==> src/rtl/sbuc_pkg.sv <==
`default_nettype none
package sbuc_pkg;
	localparam int SUB_WIDTH_DEF = 8;
	localparam int SAMPLE_W      = 20;
	localparam int CHK_W         = 32;
	localparam int CFG_W         = 16;
	localparam int CFG_IDX_W     = 2;
	localparam int S_TDATA_W     = 24;
	localparam int M_TDATA_W     = 56;
	localparam int COEF_W        = 35;

	localparam logic [CFG_IDX_W-1:0] REG_COURANT = 2'd0;
	localparam logic [CFG_IDX_W-1:0] REG_TOL     = 2'd1;
	localparam logic [CFG_W-1:0]     COURANT_RST = 16'd32768;
	localparam logic [CFG_W-1:0]     TOL_RST     = 16'd64;

	// what a multiplier term belongs to
	typedef logic [1:0] kind_t;
	localparam kind_t KIND_CC   = 2'd0;
	localparam kind_t KIND_FLUX = 2'd1;
	localparam kind_t KIND_STEN = 2'd2;
	localparam kind_t KIND_SUM  = 2'd3;
endpackage
`default_nettype wire

==> src/rtl/stencil_block_update_checksum_top.sv <==
// channel   dir  tdata (low bit up)                         tlast        tuser
// s_axis    in   sample[19:0], zero pad to 24               -            -
// m_axis    out  new_value[19:0], conserved_sum[51:20], pad  final_value  check_passed
// cfg       in   cfg_we / cfg_index / cfg_data, index 0 courant_number, 1 check_tolerance
//
// a block is 3*SUB_WIDTH+3 input beats, one per cycle while s_tready is high
// compute is done by the single 35x20 multiplier, issuing one product per cycle while
// a sweep is issued (3 per stencil point) and waiting in ST_DRAIN between sweeps
// then SUB_WIDTH+1 result beats, each read, loaded and offered, plus any m_tready stall
// s_tready is low from the last sample of a block until its last result is taken
// reset (arst_n low) clears the sequencer, counters and most registers to their defaults
`default_nettype none
module stencil_block_update_checksum_top #(
	parameter int SUB_WIDTH = sbuc_pkg::SUB_WIDTH_DEF
) (
	input  wire                             clk,
	input  wire                             arst_n,
	input  wire                             s_tvalid,
	output logic                            s_tready,
	input  wire  [sbuc_pkg::S_TDATA_W-1:0]  s_tdata,   // sample
	output logic                            m_tvalid,
	input  wire                             m_tready,
	output logic [sbuc_pkg::M_TDATA_W-1:0]  m_tdata,   // new_value, conserved_sum
	output logic                            m_tlast,   // final_value
	output logic                            m_tuser,   // check_passed
	input  wire                             cfg_we,
	input  wire  [sbuc_pkg::CFG_IDX_W-1:0]  cfg_index,
	input  wire  [sbuc_pkg::CFG_W-1:0]      cfg_data
);
	localparam int WS_LEN    = 3 * SUB_WIDTH + 1;
	localparam int BLOCK_LEN = 3 * SUB_WIDTH + 3;
	localparam int AW        = $clog2(WS_LEN);
	localparam int NW        = $clog2(BLOCK_LEN);
	localparam int EW        = $clog2(SUB_WIDTH + 1);
	localparam int RW        = sbuc_pkg::SAMPLE_W + NW;
	localparam int SW        = sbuc_pkg::SAMPLE_W + $clog2(SUB_WIDTH + 2);
	localparam int CW        = sbuc_pkg::COEF_W;
	localparam int PW        = CW + sbuc_pkg::SAMPLE_W;
	localparam int ACW       = PW + 2;

	localparam logic [3:0] ST_LOAD     = 4'd0;
	localparam logic [3:0] ST_CC       = 4'd1;
	localparam logic [3:0] ST_CCW      = 4'd2;
	localparam logic [3:0] ST_COEF     = 4'd3;
	localparam logic [3:0] ST_FLUX     = 4'd4;
	localparam logic [3:0] ST_STEN     = 4'd5;
	localparam logic [3:0] ST_DRAIN    = 4'd6;
	localparam logic [3:0] ST_SUM      = 4'd7;
	localparam logic [3:0] ST_SUM_END  = 4'd8;
	localparam logic [3:0] ST_CHECK    = 4'd9;
	localparam logic [3:0] ST_EMIT_RD  = 4'd10;
	localparam logic [3:0] ST_EMIT_LD  = 4'd11;
	localparam logic [3:0] ST_EMIT_OUT = 4'd12;

	logic [3:0] state_q;
	logic [sbuc_pkg::CFG_W-1:0] cn_q, tol_q;
	logic [NW-1:0] load_q;
	logic signed [RW-1:0] run_q;
	logic [31:0] cc_q;
	logic signed [CW-1:0] ca_q, cb_q, cd_q, clf_q, crf_q;
	logic signed [sbuc_pkg::CHK_W-1:0] chk_q;
	logic [EW-1:0] t_q, e_q;
	logic [AW-1:0] ri_q, k_q;
	logic [1:0] j_q;
	logic signed [SW-1:0] sum_q;
	logic pass_q;
	logic signed [sbuc_pkg::SAMPLE_W-1:0] out_val_q;
	logic out_last_q, out_v_q;

	logic signed [sbuc_pkg::SAMPLE_W-1:0] ws_mem [WS_LEN];

	// term pipeline
	logic v_s1, first_s1, last_s1;
	sbuc_pkg::kind_t kind_s1;
	logic [AW-1:0] dest_s1;
	logic signed [CW-1:0] coef_s1;
	logic signed [sbuc_pkg::SAMPLE_W-1:0] rd_data_s1;
	logic v_s2, first_s2, last_s2;
	sbuc_pkg::kind_t kind_s2;
	logic [AW-1:0] dest_s2;
	logic signed [PW-1:0] prod_s2;
	logic done_s3;
	sbuc_pkg::kind_t kind_s3;
	logic [AW-1:0] dest_s3;
	logic signed [ACW-1:0] acc_q;

	logic iss_v, iss_first, iss_last, rd_en;
	sbuc_pkg::kind_t iss_kind;
	logic [AW-1:0] iss_addr;
	logic signed [CW-1:0] iss_coef;

	logic s_acc, m_acc;
	logic signed [sbuc_pkg::SAMPLE_W-1:0] s_sample;
	logic [NW-1:0] ld_idx;
	logic ld_wr;
	logic wr_en;
	logic [AW-1:0] wr_addr;
	logic signed [sbuc_pkg::SAMPLE_W-1:0] wr_data;

	logic signed [ACW-1:0] acc_rnd;
	logic signed [23:0] rnd;
	logic signed [sbuc_pkg::SAMPLE_W-1:0] rnd_sat;
	logic signed [33:0] chk_dif;
	logic signed [sbuc_pkg::CHK_W-1:0] chk_sat;
	logic signed [33:0] sum_dif, tol_x;
	logic pipe_empty;

	logic signed [CW-1:0] c32, ccx, one_q33;

	assign s_tready = (state_q == ST_LOAD);
	assign s_acc    = s_tvalid && s_tready;
	assign m_acc    = m_tvalid && m_tready;
	assign s_sample = s_tdata[sbuc_pkg::SAMPLE_W-1:0];
	assign m_tvalid = out_v_q;
	assign m_tlast  = out_last_q;
	assign m_tuser  = pass_q;
	assign m_tdata  = {{(sbuc_pkg::M_TDATA_W - sbuc_pkg::CHK_W - sbuc_pkg::SAMPLE_W){1'b0}},
		chk_q, out_val_q};

	assign pipe_empty = !v_s1 && !v_s2 && !done_s3;

	assign c32     = $signed({3'b0, cn_q, 16'b0});
	assign ccx     = $signed({3'b0, cc_q});
	assign one_q33 = $signed({2'b01, 33'b0});

	// rounding half up to q3.16, then the two saturations
	assign acc_rnd = acc_q + $signed({{(ACW-33){1'b0}}, 1'b1, 32'b0});
	assign rnd     = acc_rnd[ACW-1:33];
	always_comb begin
		if (rnd > 24'sd524287)
			rnd_sat = 20'sd524287;
		else if (rnd < -24'sd524288)
			rnd_sat = -20'sd524288;
		else
			rnd_sat = rnd[sbuc_pkg::SAMPLE_W-1:0];
	end
	assign chk_dif = {{2{chk_q[31]}}, chk_q} - {{10{rnd[23]}}, rnd};
	always_comb begin
		if (chk_dif > 34'sd2147483647)
			chk_sat = 32'sh7fffffff;
		else if (chk_dif < -34'sd2147483648)
			chk_sat = 32'sh80000000;
		else
			chk_sat = chk_dif[31:0];
	end
	assign sum_dif = {{(34-SW){sum_q[SW-1]}}, sum_q} - {{2{chk_q[31]}}, chk_q};
	assign tol_x   = $signed({18'b0, tol_q});

	// load address: the ghost samples of the left and center segments are dropped
	always_comb begin
		ld_wr  = 1'b1;
		ld_idx = load_q;
		if (load_q < NW'(SUB_WIDTH)) begin
			ld_idx = load_q;
		end else if (load_q == NW'(SUB_WIDTH) || load_q == NW'(2 * SUB_WIDTH + 1)) begin
			ld_wr = 1'b0;
		end else if (load_q <= NW'(2 * SUB_WIDTH)) begin
			ld_idx = load_q - NW'(1);
		end else begin
			ld_idx = load_q - NW'(2);
		end
	end

	always_comb begin
		wr_en   = 1'b0;
		wr_addr = ld_idx[AW-1:0];
		wr_data = s_sample;
		if (s_acc && ld_wr) begin
			wr_en = 1'b1;
		end else if (done_s3 && kind_s3 == sbuc_pkg::KIND_STEN) begin
			wr_en   = 1'b1;
			wr_addr = dest_s3;
			wr_data = rnd_sat;
		end
	end

	// term issue
	always_comb begin
		iss_v     = 1'b0;
		iss_first = 1'b0;
		iss_last  = 1'b0;
		iss_kind  = sbuc_pkg::KIND_STEN;
		iss_addr  = '0;
		iss_coef  = '0;
		rd_en     = 1'b0;
		case (state_q)
			ST_CC: begin
				iss_v     = 1'b1;
				iss_kind  = sbuc_pkg::KIND_CC;
				iss_coef  = $signed({19'b0, cn_q});
				iss_first = 1'b1;
				iss_last  = 1'b1;
			end
			ST_FLUX: begin
				iss_v    = 1'b1;
				iss_kind = sbuc_pkg::KIND_FLUX;
				case (j_q)
					2'd0: begin
						iss_addr  = '0;
						iss_coef  = clf_q;
						iss_first = 1'b1;
					end
					2'd1: begin
						iss_addr = AW'(1);
						iss_coef = cd_q;
						iss_last = 1'b1;
					end
					2'd2: begin
						iss_addr  = ri_q;
						iss_coef  = ca_q;
						iss_first = 1'b1;
					end
					default: begin
						iss_addr = ri_q + AW'(1);
						iss_coef = crf_q;
						iss_last = 1'b1;
					end
				endcase
			end
			ST_STEN: begin
				iss_v     = 1'b1;
				iss_addr  = k_q + AW'(j_q);
				iss_first = (j_q == 2'd0);
				iss_last  = (j_q == 2'd2);
				case (j_q)
					2'd0:    iss_coef = ca_q;
					2'd1:    iss_coef = cb_q;
					default: iss_coef = cd_q;
				endcase
			end
			ST_SUM: begin
				iss_v    = 1'b1;
				iss_kind = sbuc_pkg::KIND_SUM;
				iss_addr = AW'(e_q);
			end
			ST_EMIT_RD: begin
				iss_addr = AW'(e_q);
			end
			default: begin
				iss_v = 1'b0;
			end
		endcase
		rd_en = iss_v || (state_q == ST_EMIT_RD);
	end

	always_ff @(posedge clk) begin
		if (wr_en)
			ws_mem[wr_addr] <= wr_data;
	end

	always_ff @(posedge clk) begin
		if (rd_en) begin
			if (iss_kind == sbuc_pkg::KIND_CC && iss_v)
				rd_data_s1 <= $signed({4'b0, cn_q});
			else
				rd_data_s1 <= ws_mem[iss_addr];
		end
	end

	// payload of the term pipeline
	always_ff @(posedge clk) begin
		coef_s1  <= iss_coef;
		kind_s1  <= iss_kind;
		first_s1 <= iss_first;
		last_s1  <= iss_last;
		dest_s1  <= k_q;
		prod_s2  <= coef_s1 * rd_data_s1;
		kind_s2  <= kind_s1;
		first_s2 <= first_s1;
		last_s2  <= last_s1;
		dest_s2  <= dest_s1;
		kind_s3  <= kind_s2;
		dest_s3  <= dest_s2;
		if (v_s2) begin
			if (first_s2)
				acc_q <= {{2{prod_s2[PW-1]}}, prod_s2};
			else
				acc_q <= acc_q + {{2{prod_s2[PW-1]}}, prod_s2};
		end
	end

	always_ff @(posedge clk or negedge arst_n) begin
		if (!arst_n) begin
			v_s1    <= 1'b0;
			v_s2    <= 1'b0;
			done_s3 <= 1'b0;
		end else begin
			v_s1    <= iss_v;
			v_s2    <= v_s1 && (kind_s1 != sbuc_pkg::KIND_SUM);
			done_s3 <= v_s2 && last_s2;
		end
	end

	always_ff @(posedge clk or negedge arst_n) begin
		if (!arst_n) begin
			cn_q       <= sbuc_pkg::COURANT_RST;
			tol_q      <= sbuc_pkg::TOL_RST;
			state_q    <= ST_LOAD;
			load_q     <= '0;
			run_q      <= '0;
			cc_q       <= '0;
			ca_q       <= '0;
			cb_q       <= '0;
			cd_q       <= '0;
			clf_q      <= '0;
			crf_q      <= '0;
			chk_q      <= '0;
			t_q        <= '0;
			e_q        <= '0;
			ri_q       <= '0;
			k_q        <= '0;
			j_q        <= '0;
			sum_q      <= '0;
			pass_q     <= 1'b0;
			out_val_q  <= '0;
			out_last_q <= 1'b0;
			out_v_q    <= 1'b0;
		end else begin
			if (cfg_we) begin
				case (cfg_index)
					sbuc_pkg::REG_COURANT: cn_q  <= cfg_data;
					sbuc_pkg::REG_TOL:     tol_q <= cfg_data;
					default:               ;
				endcase
			end

			if (done_s3) begin
				case (kind_s3)
					sbuc_pkg::KIND_CC:   cc_q  <= acc_q[31:0];
					sbuc_pkg::KIND_FLUX: chk_q <= chk_sat;
					default:             ;
				endcase
			end

			if (v_s1 && kind_s1 == sbuc_pkg::KIND_SUM)
				sum_q <= sum_q + {{(SW - sbuc_pkg::SAMPLE_W){rd_data_s1[19]}}, rd_data_s1};

			case (state_q)
				ST_LOAD: begin
					if (s_acc) begin
						if (load_q != NW'(SUB_WIDTH + 1) && load_q != NW'(2 * SUB_WIDTH + 2))
							run_q <= run_q + {{(RW - sbuc_pkg::SAMPLE_W){s_sample[19]}}, s_sample};
						if (load_q == NW'(BLOCK_LEN - 1)) begin
							load_q  <= '0;
							state_q <= ST_CC;
						end else begin
							load_q <= load_q + NW'(1);
						end
					end
				end
				ST_CC: begin
					state_q <= ST_CCW;
				end
				ST_CCW: begin
					if (done_s3 && kind_s3 == sbuc_pkg::KIND_CC)
						state_q <= ST_COEF;
				end
				ST_COEF: begin
					ca_q    <= c32 + ccx;
					cb_q    <= one_q33 - (ccx <<< 1);
					cd_q    <= ccx - c32;
					clf_q   <= one_q33 - c32 - ccx;
					crf_q   <= one_q33 + c32 - ccx;
					chk_q   <= {{(sbuc_pkg::CHK_W - RW){run_q[RW-1]}}, run_q};
					run_q   <= '0;
					t_q     <= '0;
					ri_q    <= AW'(3 * SUB_WIDTH - 1);
					j_q     <= '0;
					state_q <= ST_FLUX;
				end
				ST_FLUX: begin
					if (j_q == 2'd3) begin
						j_q     <= '0;
						k_q     <= '0;
						state_q <= ST_STEN;
					end else begin
						j_q <= j_q + 2'd1;
					end
				end
				ST_STEN: begin
					if (j_q == 2'd2) begin
						j_q <= '0;
						k_q <= k_q + AW'(1);
						if (k_q == ri_q - AW'(1))
							state_q <= ST_DRAIN;
					end else begin
						j_q <= j_q + 2'd1;
					end
				end
				ST_DRAIN: begin
					// sweep results must be in the workspace before the next flux reads
					if (pipe_empty) begin
						if (t_q == EW'(SUB_WIDTH - 1)) begin
							e_q     <= '0;
							sum_q   <= '0;
							state_q <= ST_SUM;
						end else begin
							t_q     <= t_q + EW'(1);
							ri_q    <= ri_q - AW'(2);
							j_q     <= '0;
							state_q <= ST_FLUX;
						end
					end
				end
				ST_SUM: begin
					if (e_q == EW'(SUB_WIDTH)) begin
						e_q     <= '0;
						state_q <= ST_SUM_END;
					end else begin
						e_q <= e_q + EW'(1);
					end
				end
				ST_SUM_END: begin
					state_q <= ST_CHECK;
				end
				ST_CHECK: begin
					pass_q  <= (sum_dif <= tol_x) && (sum_dif >= -tol_x);
					state_q <= ST_EMIT_RD;
				end
				ST_EMIT_RD: begin
					state_q <= ST_EMIT_LD;
				end
				ST_EMIT_LD: begin
					out_val_q  <= rd_data_s1;
					out_last_q <= (e_q == EW'(SUB_WIDTH));
					out_v_q    <= 1'b1;
					state_q    <= ST_EMIT_OUT;
				end
				ST_EMIT_OUT: begin
					if (m_acc) begin
						out_v_q <= 1'b0;
						if (out_last_q) begin
							e_q     <= '0;
							state_q <= ST_LOAD;
						end else begin
							e_q     <= e_q + EW'(1);
							state_q <= ST_EMIT_RD;
						end
					end
				end
				default: begin
					state_q <= ST_LOAD;
				end
			endcase
		end
	end
endmodule
`default_nettype wire

==> config.mk <==
export PLATFORM = sky130hd
export DESIGN_NAME = stencil_block_update_checksum_top
export DESIGN_NICKNAME = d
export VERILOG_FILES = /design/src/rtl/sbuc_pkg.sv /design/src/rtl/stencil_block_update_checksum_top.sv
export SDC_FILE = /design/constraint.sdc
export NUM_CORES = 2
export LEC_CHECK = 0
export ABC_AREA = 0
export BUFFER_PORTS_ARGS = -buffer_cell sky130_fd_sc_hd__buf_2
export CAP_MARGIN = 0
export CORE_ASPECT_RATIO = 0.9
export CORE_MARGIN = 2
export CORE_UTILIZATION = 59
export CTS_CLUSTER_DIAMETER = 200
export DETAILED_ROUTE_END_ITERATION = 6
export MAX_ROUTING_LAYER = met4
export PLACE_DENSITY_LB_ADDON = 0.25
export SLEW_MARGIN = 25
export SYNTH_ARGS = -nofsm -noshare
export SYNTH_HDL_FRONTEND = slang
export SYNTH_SLANG_ARGS = --single-unit
==> constraint.sdc <==
create_clock -name clk -period 7.35 [get_ports clk]
set_input_delay 1.47 -clock clk [delete_from_list [all_inputs] [get_ports clk]]
set_output_delay 1.47 -clock clk [all_outputs]
set_load 0.01 [all_outputs]
; Word level (Yosys, flattened, before mapping)
; Memories as Yosys holds them, arrays and structs flattened.
; Cells that the tools add are included.
[word_totals]
regBits = 567
mem_bits_rw = 500
input_bits = 47
output_inout_bits = 60
word_cells = 236
memories = 1
[mem_list]
columns = name, depth, width, read_ports, rd_clocked_by_memory_dff, write_ports, line_no
row1 = ws_mem, 25, 20, 1, 0, 1, stencil_block_update_checksum_top.sv:70  ; logic signed [sbuc_pkg::SAMPLE_W-1:0] ws_mem [WS_LEN];
[op_classes]
n_addsub = 25
n_mul = 1
magnitude_cmp = 8
eq_ne = 40
muxes = 75
reduce_logical = 46
[ops]
columns = operator, count
row1 = 35-bit case mux with 3 select lines, 2
row2 = 32-bit 2-to-1 mux, 5
row3 = 24-bit 2-to-1 mux, 4
row4 = 20-bit 2-to-1 mux, 4
row5 = 35-bit case mux with 2 select lines, 1
row6 = 35-bit by 33-bit subtractor with 35-bit output, 2
row7 = 4-bit 2-to-1 mux, 17
row8 = 57-bit by 34-bit adder with 57-bit output (second input constant), 1
row9 = 57-bit adder, 1
row10 = 57-bit 2-to-1 mux, 1
row11 = 35-bit by 20-bit multiplier with 55-bit output, 1
row12 = 4-bit case mux with 13 select lines, 1
row13 = 25-bit 2-to-1 mux, 2
row14 = 5-bit 2-to-1 mux, 10
row15 = 25-bit case mux with 2 select lines, 1
row16 = 34-bit by 32-bit adder with 35-bit output (first input constant), 1
row17 = 34-bit by 32-bit subtractor with 35-bit output (first input constant), 1
row18 = 34-bit by 33-bit subtractor with 35-bit output (first input constant), 1
row19 = 33-bit by 34-bit >= comparator with 1-bit output, 1
row20 = 16-bit negation with 34-bit output, 1
row21 = 32-bit by 32-bit adder with 33-bit output, 1
row22 = 33-bit by 32-bit > comparator with 1-bit output (second input constant), 1
row23 = 33-bit by 17-bit less-or-equal comparator with 1-bit output, 1
row24 = 33-bit by 32-bit < comparator with 1-bit output (second input constant), 1
row25 = 53 further kinds, 133

; Logic depth before layout (Yosys ltp)
[depth]
word_depth = 8
ltp_mapped = 29
ltp_nobuf = 27

; Worst setup path before layout
; Ideal clock, no wire load.
[synth_path]
path_kind = register to register
from = register rd_data_s1[11] (netlist name)
to = register prod_s2[54]
setup_ns = 0.072
t_arrival_ns = 7.230
t_required_ns = 7.278
slack_ns = 0.048
path_stages_with_launch = 27
path_buffers = 3
synth_period_minus_slack_ns = 7.302
path_cell_list = edfxtp_1 > clkbuf_1 > clkbuf_1 > nand2_1 > fa_1 > inv_1 > fa_1 > fa_1 > fa_1 > fa_1 > fa_1 > inv_1 > fa_1 > inv_1 > ha_1 > clkbuf_1 > a21o_1 > a21o_1 > a21o_1 > a2111oi_0 > o41ai_1 > a21oi_1 > o211ai_1 > a2111oi_0 > o31ai_1 > a21oi_1 > xnor2_1
[synth_between]
elab_chain_len = 1
[synth_rtl]
columns = element, line_no
row1 = from (decl), stencil_block_update_checksum_top.sv:77  ; logic signed [sbuc_pkg::SAMPLE_W-1:0] rd_data_s1;
row2 = from (signal assigned), stencil_block_update_checksum_top.sv:254  ; rd_data_s1 <= $signed({4'b0, cn_q});
row3 = from (signal assigned), stencil_block_update_checksum_top.sv:256  ; rd_data_s1 <= ws_mem[iss_addr];
row4 = 35-bit by 20-bit multiplier with 55-bit output, stencil_block_update_checksum_top.sv:267  ; prod_s2 <= coef_s1 * rd_data_s1;
row5 = to (signal assigned), stencil_block_update_checksum_top.sv:267
row6 = to (decl), stencil_block_update_checksum_top.sv:81  ; logic signed [PW-1:0] prod_s2;
; No other way between the ends.
; A chain may end at the register's enable or synchronous reset.

; Worst setup path in the final report
[layout_path]
from = register rd_data_s1[18] (netlist name)
to = register prod_s2[54]
; The elaborated chain is that of the path after synthesis.

==> qor.csv <==
stage,metric,value,unit
routing,DR iter-0 viols,6411,
place,gpl congestion,0.9880,
yosys,Post-synth EDFFs,577,
die,Starting Density,59.18,%
timing,RSZ-0062 raised after global routing,yes,
layout,utilization after layout,65.66,%
yosys,sequential share of the synthesized area,34.95,%
yosys,Mapped Area,79810,µm²
routing,antenna-violating nets left,0,
place,DP HPWL,171500,µm
die,area of the core,134800,µm²
grt,vias in the first global route,61350,
setup_path,crit path max fanout,6,
outcome,failing checks,design-rule violations,
yosys,"flops & latches, synth",1022,
setup_path,Critical Path RT,7.95,ns
layout,final cell count without fillers,10400,
timing,clk_skew,0.1033,ns
setup_path,WP buf/inv,5,
routing,vias per inst,5.992,
timing,Max transition margin,19.14,%
clock_tree,clock latency on the worst-skew pair,0.77,ns
grt,GRT Overall Usage,34.65,%
clock_tree,CTS tree,built,
clock_tree,CTS sink cnt,1022,
yosys,Mapped Cells,8363,
power_and_ir_drop,Pwr Total,12.59,mW
grt,first-pass GRT wire length,359100,µm
routing,DR WL/cell,22.47,µm
routing,drt drc,1,
setup_path,"delay-heaviest family, CP",adder cells,
die,die extent in x,391.7,µm
place,placed insts,10150,
yosys,post-synthesis cell type count,91,
setup_path,Worst setup EP type,flop,
grt,largest net degree at the start of global routing,125,
timing,max-slew violation count,0,
routing,DR vias,62290,
routing,drt pass-1 iters,7,
power_and_ir_drop,PD cells,142.2,nW/µm²
layout,final net count,9703,
clock_tree,H-tree lvl count,3,
grt,initial antenna violation count,16,
run,max-cap viol count,0,
layout,FILL cells,10710,
power_and_ir_drop,Leakage Power,39.69,nW
yosys,fraction of registers with async set/reset,32.29,%
clock_tree,clock transition at the registers of the reported paths,0.07,ns
clock_tree,Clock Tree Root,clkbuf_16,
yosys,syn avg cell area,9.543,µm²
clock_tree,clk buf depth,3,
clock_tree,Post-CTS Hold Fix Bufs,0,
timing,slew at the pin with the worst max-slew slack,1.200,ns
layout,share of cells above drive strength 1,9.207,%
setup_path,crit path kind,reg2reg,
clock_tree,Inserted Clock Buffers,108,
setup_path,Crit path top cell by count,fa_1,
min_path,HP Class,reg2reg,
place,port bufs,98,
layout,area delta synth->final,10.94,%
timing,endpoints failing hold,0,
outcome,status,finished with violations,
yosys,Most used DFF post-synth,edfxtp_1,
die,Die ar.,138200,µm²
yosys,Ys Warns,0,
routing,Detailed Route WL,233600,µm
die,num ports,107,
setup_path,delay of the slowest cell on the worst path,0.57,ns
setup_path,CP startpoint kind,flop,
die,die height,352.9,µm
setup_path,CP arrival,7.94,ns
power_and_ir_drop,maximum vdd drop,0.2172,mV
setup_path,critical path's slowest cell,fa_1,
timing,Tmin final,7.336,ns
timing,final setup violation count,0,
die,Cell Rows,128,
timing,Max Fclk,0.1363,GHz
grt,total congestion overflow,0,
timing,Tcrit/Tclk final,99.81,%
## synthesized netlist by cell type (all sizes together) (27+ instances only)
| cell | count | area [µm²] |
|---|---|---|
| nor4 | 27 | 168.9 |
| dfrtp | 328 | 8208 |
| a21o | 135 | 1013 |
| xor2 | 86 | 753.2 |
| a31oi | 99 | 634.4 |
| buf | 38 | 170.2 |
| nand3 | 211 | 1061 |
| and2 | 380 | 2377 |
| xnor2 | 240 | 2102 |
| inv | 999 | 3750 |
| ha | 489 | 6118 |
| dfxtp | 115 | 2302 |
| edfxtp | 577 | 17330 |
| nor2 | 350 | 1314 |
| fa | 698 | 13970 |
| a21oi | 397 | 1991 |
| a222oi | 29 | 290.3 |
| clkbuf | 402 | 1509 |
| o21bai | 40 | 300.3 |
| a211oi | 108 | 810.8 |
| nand2 | 1277 | 4793 |
| nand4 | 39 | 244.0 |
| and3 | 122 | 763.2 |
| nor2b | 48 | 300.3 |
| nand2b | 46 | 287.8 |
| nor3 | 83 | 415.4 |
| o31ai | 38 | 290.3 |
| a311oi | 65 | 569.3 |
| o21ai | 490 | 2452 |
| mux2 | 43 | 484.2 |
| o21a | 39 | 292.8 |
## final cells by class
class                           instances  area (µm²)  share of cell area (%)
Antenna cell                           17       42.54                 0.04805
Clock buffer                          137        2861                   3.232
Clock inverter                         63       764.5                  0.8635
Inverter                             1000        3754                   4.240
Multi-Input combinational cell       5904       47240                   53.35
Sequential cell                      1022       27900                   31.51
Tap cell                             1820        2277                   2.572
Timing Repair Buffer                  433        3705                   4.184
## per-stage QoR
stage | TNS [ns] | hold WS, ns | cell area (µm²) | setup WS, ns
finish | 0 | 0.3261 | 88540 | 0.01397
global route | -0.8485 | 0.3336 | 88520 | -0.2541
CTS | -0.005261 | 0.3260 | 88030 | -0.005261
detailed placement | -1.015 | 0.3121 | 84090 | -0.2636
global placement | -0.7228 | 0.3110 | 84050 | -0.2111
floorplan | 0 | 0.3096 | 79820 | 0.04804
## power breakdown
part	switching, mW	internal (mW)	leakage (nW)	total (mW)
clock network	2.45	3.14	1.75	5.59
registers	0.0674	6.08	10.7	6.15
logic	0.541	0.302	27.3	0.843
total	3.06	9.52	39.7	12.6
## cell usage in the layout, fill, tap and decap left out, types with 207 or more instances in the layout
master / n
ha_1: 479
nand2_1: 1276
dfrtp_1: 327
o21ai_0: 430
a21oi_1: 383
inv_1: 995
nor2_1: 323
fa_1: 692
xnor2_1: 240
nand3_1: 207
and2_1: 373
edfxtp_1: 577
buf_4: 280
## state kept, by name, indices dropped and copies added, names as in the netlist, 20 cells and up
name / count
ws_mem: 500
acc_q: 57
prod_s2: 55
coef_s1: 35
cd_q: 33
clf_q: 33
cc_q: 32
chk_q: 32
crf_q: 31
run_q: 25
sum_q: 24
out_val_q: 20
rd_data_s1: 20
## path summary, 6_finish.rpt
path / from / end / slack [ns] / cells past startpoint
min reg2reg: dest_s1[0] / dest_s2[0] / 0.33 / 0
max: rd_data_s1[18] / prod_s2[54] / 0.01 / 25
max reg2reg: rd_data_s1[18] / prod_s2[54] / 0.01 / 25
max in group asynchronous: arst_n / cc_q[29] / 5.05 / 2
min: dest_s1[0] / dest_s2[0] / 0.33 / 0
min in group asynchronous: arst_n / tol_q[13] / 0.77 / 1
## cells by family (layout without fill, tap and decap cells)
family	after synthesis	count (layout)	synth area share, %
AOI/OAI and AO/OA	1659	1659	13.19
xor gates and xnor gates	326	326	3.578
adders and majority gates	1187	1187	25.18
buffers and inverters	1440	1633	6.807
DFF	1022	1022	34.95
muxes	61	61	0.8325
other	1	21	0.004699
and+or+nand+nor	2667	2667	15.47
## metal layers
layer	global-route usage (%)	part of all wire, %
met2	50.30	44
met5	-	0
met4	11.01	3.7
met3	6.923	10
met1	49.11	43
## repair_timing
action / in CTS / in global routing
setup buffers: 13 / 16
gates cloned: 3 / 2
gates resized for setup: 25 / 62
pin swaps: 23 / 61
setup endpoints to repair: 10 / 15
No activity file was read; power rests on OpenSTA's default activity.
